<file path="src/hw/rtl/gspid_pkg.sv">
// Shared types and constants for the gain-scheduled PID step core.
// Used by gspid_datapath and gain_scheduled_pid_step_core; no dependencies.
package gspid_pkg;

  // Default values for the top-level parameters.
  localparam int SAMPLE_BITS_DEFAULT    = 12;
  localparam int GAIN_FRAC_BITS_DEFAULT = 8;
  localparam int DRIVE_LIMIT_DEFAULT    = 1000;

  // Each gain is an unsigned 16-bit fixed-point value.
  localparam int GAIN_BITS = 16;

  // Configuration port geometry.
  localparam int CFG_DATA_BITS  = 3 * GAIN_BITS;
  localparam int CFG_INDEX_BITS = 3;

  // Configuration register indexes.
  localparam logic [CFG_INDEX_BITS-1:0] REG_GAINS_HIGH  = 3'd0;
  localparam logic [CFG_INDEX_BITS-1:0] REG_GAINS_MID   = 3'd1;
  localparam logic [CFG_INDEX_BITS-1:0] REG_GAINS_LOW   = 3'd2;
  localparam logic [CFG_INDEX_BITS-1:0] REG_SPLIT_UPPER = 3'd3;
  localparam logic [CFG_INDEX_BITS-1:0] REG_SPLIT_LOWER = 3'd4;
  localparam logic [CFG_INDEX_BITS-1:0] REG_PROP_ON_MEAS = 3'd5;

  // Command codes carried in the mode field.
  localparam int MODE_BITS = 2;
  localparam logic [MODE_BITS-1:0] MODE_COMPUTE = 2'd0;
  localparam logic [MODE_BITS-1:0] MODE_START   = 2'd1;
  localparam logic [MODE_BITS-1:0] MODE_STOP    = 2'd2;

  // One gain band, laid out as written on the configuration port:
  // kp in bits 15..0, ki in bits 31..16, kd in bits 47..32.
  typedef struct packed {
    logic [GAIN_BITS-1:0] kd;
    logic [GAIN_BITS-1:0] ki;
    logic [GAIN_BITS-1:0] kp;
  } gain_set_t;

endpackage

</file>
<file path="src/hw/rtl/gspid_datapath.sv">
// Single-pass PID arithmetic: band selection, integrator update and drive.
// Depends on gspid_pkg for the gain set type and gain width.
module gspid_datapath #(
  parameter int SAMPLE_BITS    = gspid_pkg::SAMPLE_BITS_DEFAULT,
  parameter int GAIN_FRAC_BITS = gspid_pkg::GAIN_FRAC_BITS_DEFAULT,
  parameter int DRIVE_LIMIT    = gspid_pkg::DRIVE_LIMIT_DEFAULT,
  localparam longint LimitFixed = longint'(DRIVE_LIMIT) <<< GAIN_FRAC_BITS,
  localparam int INTEG_W = $clog2(LimitFixed + 1) + 1,
  localparam int DRIVE_W = $clog2(DRIVE_LIMIT + 1) + 1
) (
  input  logic [SAMPLE_BITS-1:0]     sample,
  input  logic [SAMPLE_BITS-1:0]     setpoint,
  input  logic [SAMPLE_BITS-1:0]     previous_sample,
  input  logic signed [INTEG_W-1:0]  integrator,
  input  gspid_pkg::gain_set_t       gains_high,
  input  gspid_pkg::gain_set_t       gains_mid,
  input  gspid_pkg::gain_set_t       gains_low,
  input  logic [SAMPLE_BITS-1:0]     split_upper,
  input  logic [SAMPLE_BITS-1:0]     split_lower,
  input  logic                       prop_on_measurement,
  output logic signed [INTEG_W-1:0]  integrator_next,
  output logic signed [DRIVE_W-1:0]  drive_value
);

  localparam int ERR_W  = SAMPLE_BITS + 1;
  localparam int PROD_W = gspid_pkg::GAIN_BITS + 1 + ERR_W;
  localparam int SUM_W  = ((PROD_W > INTEG_W) ? PROD_W : INTEG_W) + 2;
  localparam logic signed [SUM_W-1:0] LimHi = SUM_W'(LimitFixed);
  localparam logic signed [SUM_W-1:0] LimLo = -SUM_W'(LimitFixed);

  logic signed [ERR_W-1:0]  error;
  logic signed [ERR_W-1:0]  delta;
  gspid_pkg::gain_set_t     gains;
  logic signed [PROD_W-1:0] kp_err;
  logic signed [PROD_W-1:0] kp_delta;
  logic signed [PROD_W-1:0] ki_err;
  logic signed [PROD_W-1:0] kd_delta;
  logic signed [SUM_W-1:0]  integ_sum;
  logic signed [SUM_W-1:0]  integ_clamped;
  logic signed [SUM_W-1:0]  out_sum;
  logic signed [SUM_W-1:0]  out_clamped;
  logic signed [SUM_W-1:0]  out_floor;

  // Error and measurement change, one bit wider than a sample.
  assign error = $signed({1'b0, setpoint}) - $signed({1'b0, sample});
  assign delta = $signed({1'b0, sample}) - $signed({1'b0, previous_sample});

  // Gain band chosen by the signed error against the two splits.
  always_comb begin
    if (error >= $signed({1'b0, split_upper})) begin
      gains = gains_high;
    end else if (error >= $signed({1'b0, split_lower})) begin
      gains = gains_mid;
    end else begin
      gains = gains_low;
    end
  end

  // Four parallel products; kp is formed on both error and delta.
  assign kp_err   = PROD_W'($signed({1'b0, gains.kp})) * PROD_W'(error);
  assign kp_delta = PROD_W'($signed({1'b0, gains.kp})) * PROD_W'(delta);
  assign ki_err   = PROD_W'($signed({1'b0, gains.ki})) * PROD_W'(error);
  assign kd_delta = PROD_W'($signed({1'b0, gains.kd})) * PROD_W'(delta);

  // Integrator update, with proportional-on-measurement folded in.
  always_comb begin
    integ_sum = SUM_W'(integrator) + SUM_W'(ki_err);
    if (prop_on_measurement) begin
      integ_sum = integ_sum - SUM_W'(kp_delta);
    end
    if (integ_sum > LimHi) begin
      integ_clamped = LimHi;
    end else if (integ_sum < LimLo) begin
      integ_clamped = LimLo;
    end else begin
      integ_clamped = integ_sum;
    end
  end

  assign integrator_next = integ_clamped[INTEG_W-1:0];

  // Output sum, saturated, then floored to integer units.
  always_comb begin
    out_sum = SUM_W'(integrator_next) - SUM_W'(kd_delta);
    if (!prop_on_measurement) begin
      out_sum = out_sum + SUM_W'(kp_err);
    end
    if (out_sum > LimHi) begin
      out_clamped = LimHi;
    end else if (out_sum < LimLo) begin
      out_clamped = LimLo;
    end else begin
      out_clamped = out_sum;
    end
  end

  assign out_floor   = out_clamped >>> GAIN_FRAC_BITS;
  assign drive_value = out_floor[DRIVE_W-1:0];

endmodule

</file>
<file path="src/hw/rtl/gain_scheduled_pid_step_core.sv">
// Top level of the gain-scheduled PID step core: handshakes, state, config.
// Depends on gspid_pkg and gspid_datapath.
//
//   Channel  | Signals                                  | Direction | Beat
//   ---------+------------------------------------------+-----------+---------------------
//   command  | cmd_valid, cmd_ready, mode, sample,      | in        | one control step
//            | setpoint                                 |           |
//   result   | drive_valid, drive_ready, drive          | out       | one drive value
//   config   | cfg_write, cfg_index, cfg_data           | in        | one register write
//
// A command beat is captured in the input stage, evaluated combinationally and
// its drive lands in the output register; one beat is taken per cycle while
// the result side keeps up. The loop through the integrator and previous
// sample sets that rate. A stalled result holds the input stage, which then
// drops cmd_ready. Start beats and unknown modes leave no result. Reset
// clears the valid flags, controller state and configuration.
module gain_scheduled_pid_step_core #(
  parameter int SAMPLE_BITS    = gspid_pkg::SAMPLE_BITS_DEFAULT,
  parameter int GAIN_FRAC_BITS = gspid_pkg::GAIN_FRAC_BITS_DEFAULT,
  parameter int DRIVE_LIMIT    = gspid_pkg::DRIVE_LIMIT_DEFAULT,
  localparam longint LimitFixed = longint'(DRIVE_LIMIT) <<< GAIN_FRAC_BITS,
  localparam int INTEG_W = $clog2(LimitFixed + 1) + 1,
  localparam int DRIVE_W = $clog2(DRIVE_LIMIT + 1) + 1
) (
  input  logic                                 clk,
  input  logic                                 rst,
  input  logic                                 cmd_valid,
  output logic                                 cmd_ready,
  input  logic [gspid_pkg::MODE_BITS-1:0]      mode,
  input  logic [SAMPLE_BITS-1:0]               sample,
  input  logic [SAMPLE_BITS-1:0]               setpoint,
  output logic                                 drive_valid,
  input  logic                                 drive_ready,
  output logic signed [DRIVE_W-1:0]            drive,
  input  logic                                 cfg_write,
  input  logic [gspid_pkg::CFG_INDEX_BITS-1:0] cfg_index,
  input  logic [gspid_pkg::CFG_DATA_BITS-1:0]  cfg_data
);

  localparam logic signed [INTEG_W-1:0] IntegHi = INTEG_W'(LimitFixed);
  localparam logic signed [INTEG_W-1:0] IntegLo = -INTEG_W'(LimitFixed);
  localparam logic signed [DRIVE_W-1:0] DriveHi = DRIVE_W'(DRIVE_LIMIT);
  localparam logic signed [DRIVE_W-1:0] DriveLo = -DRIVE_W'(DRIVE_LIMIT);

  // Configuration registers.
  gspid_pkg::gain_set_t   gains_high;
  gspid_pkg::gain_set_t   gains_mid;
  gspid_pkg::gain_set_t   gains_low;
  logic [SAMPLE_BITS-1:0] split_upper;
  logic [SAMPLE_BITS-1:0] split_lower;
  logic                   prop_on_measurement;

  // Controller state.
  logic [SAMPLE_BITS-1:0]    previous_sample;
  logic signed [INTEG_W-1:0] integrator;

  // Input stage.
  logic                            stage_valid;
  logic [gspid_pkg::MODE_BITS-1:0] stage_mode;
  logic [SAMPLE_BITS-1:0]          stage_sample;
  logic [SAMPLE_BITS-1:0]          stage_setpoint;

  logic                      stage_has_result;
  logic                      stage_fire;
  logic                      out_free;
  logic signed [INTEG_W-1:0] integrator_next;
  logic signed [DRIVE_W-1:0] drive_value;

  // Configuration writes; indexes beyond the list are ignored.
  always_ff @(posedge clk) begin
    if (rst) begin
      gains_high          <= '0;
      gains_mid           <= '0;
      gains_low           <= '0;
      split_upper         <= '0;
      split_lower         <= '0;
      prop_on_measurement <= 1'b0;
    end else if (cfg_write) begin
      unique case (cfg_index)
        gspid_pkg::REG_GAINS_HIGH:   gains_high <= gspid_pkg::gain_set_t'(cfg_data);
        gspid_pkg::REG_GAINS_MID:    gains_mid  <= gspid_pkg::gain_set_t'(cfg_data);
        gspid_pkg::REG_GAINS_LOW:    gains_low  <= gspid_pkg::gain_set_t'(cfg_data);
        gspid_pkg::REG_SPLIT_UPPER:  split_upper <= cfg_data[SAMPLE_BITS-1:0];
        gspid_pkg::REG_SPLIT_LOWER:  split_lower <= cfg_data[SAMPLE_BITS-1:0];
        gspid_pkg::REG_PROP_ON_MEAS: prop_on_measurement <= cfg_data[0];
        default: ;
      endcase
    end
  end

  // Handshake: the stage moves on when its result, if any, has a free slot.
  assign stage_has_result = (stage_mode == gspid_pkg::MODE_COMPUTE) ||
                            (stage_mode == gspid_pkg::MODE_STOP);
  assign out_free   = !drive_valid || drive_ready;
  assign stage_fire = stage_valid && (!stage_has_result || out_free);
  assign cmd_ready  = !stage_valid || stage_fire;

  // Input stage register.
  always_ff @(posedge clk) begin
    if (rst) begin
      stage_valid <= 1'b0;
    end else if (cmd_ready) begin
      stage_valid <= cmd_valid;
    end
  end

  always_ff @(posedge clk) begin
    if (cmd_ready && cmd_valid) begin
      stage_mode     <= mode;
      stage_sample   <= sample;
      stage_setpoint <= setpoint;
    end
  end

  gspid_datapath #(
    .SAMPLE_BITS    (SAMPLE_BITS),
    .GAIN_FRAC_BITS (GAIN_FRAC_BITS),
    .DRIVE_LIMIT    (DRIVE_LIMIT)
  ) u_datapath (
    .sample              (stage_sample),
    .setpoint            (stage_setpoint),
    .previous_sample     (previous_sample),
    .integrator          (integrator),
    .gains_high          (gains_high),
    .gains_mid           (gains_mid),
    .gains_low           (gains_low),
    .split_upper         (split_upper),
    .split_lower         (split_lower),
    .prop_on_measurement (prop_on_measurement),
    .integrator_next     (integrator_next),
    .drive_value         (drive_value)
  );

  // Controller state commits when the staged beat leaves.
  always_ff @(posedge clk) begin
    if (rst) begin
      previous_sample <= '0;
      integrator      <= '0;
    end else if (stage_fire) begin
      case (stage_mode)
        gspid_pkg::MODE_COMPUTE: begin
          previous_sample <= stage_sample;
          integrator      <= integrator_next;
        end
        gspid_pkg::MODE_START: begin
          previous_sample <= stage_sample;
          integrator      <= '0;
        end
        default: ;
      endcase
    end
  end

  // Result register.
  always_ff @(posedge clk) begin
    if (rst) begin
      drive_valid <= 1'b0;
    end else if (out_free) begin
      drive_valid <= stage_fire && stage_has_result;
    end
  end

  always_ff @(posedge clk) begin
    if (stage_fire && stage_has_result) begin
      drive <= (stage_mode == gspid_pkg::MODE_STOP) ? '0 : drive_value;
    end
  end

  // A stop beat always answers with a zero drive in the next cycle.
  assert property (@(posedge clk) disable iff (rst)
    (stage_fire && stage_mode == gspid_pkg::MODE_STOP) |=> (drive_valid && drive == '0))
    else $error("stop beat did not produce a zero drive");

  // A start beat clears the integrator and primes the previous sample.
  assert property (@(posedge clk) disable iff (rst)
    (stage_fire && stage_mode == gspid_pkg::MODE_START)
      |=> (integrator == '0 && previous_sample == $past(stage_sample)))
    else $error("start beat did not prime the controller state");

  // The integrator stays within the saturation limits.
  assert property (@(posedge clk) disable iff (rst)
    (integrator <= IntegHi && integrator >= IntegLo))
    else $error("integrator outside its saturation limits");

  // A delivered drive value stays within the drive limits.
  assert property (@(posedge clk) disable iff (rst)
    drive_valid |-> (drive <= DriveHi && drive >= DriveLo))
    else $error("drive value outside its limits");

endmodule

</file>
<file path="config.mk">
export PLATFORM = sky130hd
export DESIGN_NAME = gain_scheduled_pid_step_core
export DESIGN_NICKNAME = d
export VERILOG_FILES = /design/src/hw/rtl/gspid_pkg.sv /design/src/hw/rtl/gspid_datapath.sv /design/src/hw/rtl/gain_scheduled_pid_step_core.sv
export SDC_FILE = /design/constraint.sdc
export NUM_CORES = 2
export LEC_CHECK = 0
export BUFFER_PORTS_ARGS = -buffer_cell sky130_fd_sc_hd__buf_2
export CORE_MARGIN = 2
export CORE_UTILIZATION = 55
export CTS_CLUSTER_DIAMETER = 120
export DETAILED_ROUTE_END_ITERATION = 12
export PLACE_DENSITY = 0.71
export SLEW_MARGIN = 20
export SYNTH_ARGS = -nofsm -noshare
export SYNTH_HDL_FRONTEND = slang
export SYNTH_SLANG_ARGS = --single-unit
</file>
<file path="constraint.sdc">
create_clock -name clk -period 55.9 [get_ports clk]
set_input_delay 5.59 -clock clk [delete_from_list [all_inputs] [get_ports clk]]
set_output_delay 5.59 -clock clk [all_outputs]
set_load 0.005 [all_outputs]
</file>
==> flow_summary.ini <==
[placement]
dp_hpwl_um = 118000
dpl_cell_area_um2 = 47300
place_congestion = 1.02
io_buffers = 94

[clock_network]
cts_setup_buffers = 0
numCtsBuffers = 26
cts_resized = 0
cts_htree_levels = 1
clock-sinks = 239
cts.clk_slew.worst_paths_ns = 0.06
hold_buffers = 0
cts_root_buf = clkbuf_16
clockBufferDepth = 3
cts_tree = done
insertion_delay_ns = 0.59

[finish]
area_growth_pct = 5.61
final_nets = 6795
multi_input_area_um2 = 35900
post-route-cell-area_um2 = 48200
seq_area_um2 = 5160
nFillCells = 7512
drive_above_1_share_pct = 6.20

[setup_path]
arrival_ns = 30.60
critPathSlowestCell = clkinv_1
reg2reg_depth = 103
worst-r2r-setup-slack_ns = 25.70
regToRegStartpoint = stage_sample[0]
cpPeakStageDelay_ns = 0.78
cpMostUsedCell = fa_1
required_ns = 56.30
crit_path_start_kind = register
cp_max_fo = 79
endpoint = drive[2]
crit_type = reg -> reg
r2r_end = drive[2]
crit_path_start = stage_sample[0]
endpoint_kind = register

[synthesis]
yosys.cell_types.count = 116
ys_async_sr_fraction_pct = 0
yosysWarnings = 0
syn_inst = 5567
synth_common_cells = 1000 x inv_1, 853 x nand2_1, 730 x fa_1, 579 x nor2_1, 459 x ha_1
synth_enable_flop_cells = 37
netlist.area_leader.share_pct = 32.0
synth_ff_type = dfxtp_1
syn_avg_cell_area_um2 = 8.20
synth_top_area_cell = fa_1
synth_area_um2 = 45600
ys_seq_elements = 239
ys_seq_area_share_pct = 11.3
synthTopCellsByArea = fa_1 32%, ha_1 13%, dfxtp_1 8.9%, inv_1 8.2%, nand2_1 7.0%
yosysMostFrequentCell = inv_1
syn_nets = 6838

[route]
wire_per_inst_um = 22.3
wl_met2_um = 64600
vias = 39015
drt-initial-drc-count = 4048
dr.pass1.iters = 7
top_layer_used = met5
wl_met3_um = 16700
ant_nets = 0
wirelength_um = 148000
avgViaCountPerCell = 5.90
remaining_drc_errors = 0
drt-met1-wl_um = 60200

[global_routing]
grt_max_degree = 119
track_usage_pct = 34.9
antenna_found_initial = 4
grt-ovfl-total = 0
grt_pass1_wl_um = 228000
grt_pass1_vias = 39098

[sta]
fin_tns_setup_ns = 0
finalMaxSlewViolations = 0
max_freq_mhz = 33.1
max_slew_margin_pct = 20.2
clock_skew_ns = 0.0269
period_share_pct = 54.0
hold_viol = 0
finalSetupViolations = 0
fin_crit_ns = 30.20
tightest_slew_ns = 1.19
rsz0062_at_grt = false

[die]
initial_core_util_pct = 55.6
die_w_um = 292
core_um2 = 82100
ios = 95
die_h_um = 292
rows = 105
dieArea_um2 = 85300

[run_status]
status = completed

[flow_run]
cap_violations = 0

[worst_hold_path]
hp-class = reg -> reg
-- sequential cells by signal, summed over array words and instances (netlist names) --
| signal | flops |
|---|---|
| drive | 11 |
| drive_valid | 1 |
| gains_high | 48 |
| gains_low | 48 |
| gains_mid | 48 |
| integrator | 19 |
| previous_sample | 12 |
| prop_on_measurement | 1 |
| split_lower | 12 |
| split_upper | 12 |
| stage_mode | 2 |
| stage_sample | 12 |
| stage_setpoint | 12 |
| stage_valid | 1 |
-- cells by family (layout without fill, tap and decap cells) --
| logic type | count (synthesis) | in the layout | synth area share [%] |
|---|---|---|---|
| simple gates | 1833 | 1833 | 17.5 |
| buf+inv | 1259 | 1236 | 10.4 |
| fa+ha+maj | 1189 | 1189 | 44.6 |
| compound gates | 850 | 850 | 12.1 |
| flops | 239 | 239 | 11.3 |
| xor+xnor | 122 | 122 | 2.36 |
| mux | 75 | 75 | 1.68 |
| other cells | 0 | 1 | 0 |
-- critical path, delay by kind of cell (launching register included) --
kind                     cells  cell delay [ns]
adder cells (fa/ha/maj)     31            14.25
AO/OA/AOI/OAI               30             7.87
AND/OR/NAND/NOR             15             3.61
buffers and inverters       22             2.89
multiplexers                 1             0.12
flip-flops                   1             0.42
XOR/XNOR                     4             0.83
-- metal layers --
| metal | vias up | GRT usage, % |
|---|---|---|
| li1 | 17414 | - |
| met2 | 1978 | 54.0 |
| met4 | 6 | 12.4 |
| met5 | - | 0 |
| met3 | 361 | 8.09 |
| met1 | 19256 | 47.9 |
-- cell usage in the layout, fill, tap and decap left out, types with 66 or more instances in the layout --
cell,n
o21ai_0,111
buf_4,87
a21oi_1,359
xnor2_1,66
inv_1,999
fa_1,729
ha_1,458
nand2b_1,82
buf_2,93
dfxtp_1,201
nor2_1,577
a21o_1,87
nand2_1,853
-- metrics by stage --
step | instances | worst slack, ns | hold WS, ns | util, %
detailed placement | 6566 | 26.22 | 0.443 | 57.6
finish | 6615 | 25.70 | 0.455 | 58.7
floorplan | 5567 | 28.90 | 0.432 | -
CTS | 6614 | 26.13 | 0.453 | 58.7
global placement | 6566 | 26.57 | 0.439 | 57.6
global route | 6614 | 24.08 | 0.472 | 58.7
-- area by class of cell --
type	count	area share, %
Clock inverter	18	0.423
Sequential cell	239	10.7
Timing Repair Buffer	181	2.34
Antenna cell	1	0.00519
Multi-Input combinational cell	4069	74.4
Clock buffer	30	1.47
Inverter	1007	7.84
Tap cell	1070	2.78
-- worst min-delay path by stage --
stage / cells after the start / slack [ns] / endpoint / startpoint
2_1_floorplan: 2 / 0.43 / gains_high[47] / gains_high[47]
3_3_place_gp: 2 / 0.44 / gains_mid[33] / gains_mid[33]
3_5_place_dp: 2 / 0.44 / gains_mid[33] / gains_mid[33]
4_1_cts: 2 / 0.45 / gains_mid[33] / gains_mid[33]
5_1_grt: 2 / 0.47 / gains_high[9] / gains_high[9]
6_report: 2 / 0.45 / gains_mid[33] / gains_mid[33]
Power is left out: the tool's default activity adds up to more than one toggle a clock period on the data nets, which glitch-free logic cannot reach.
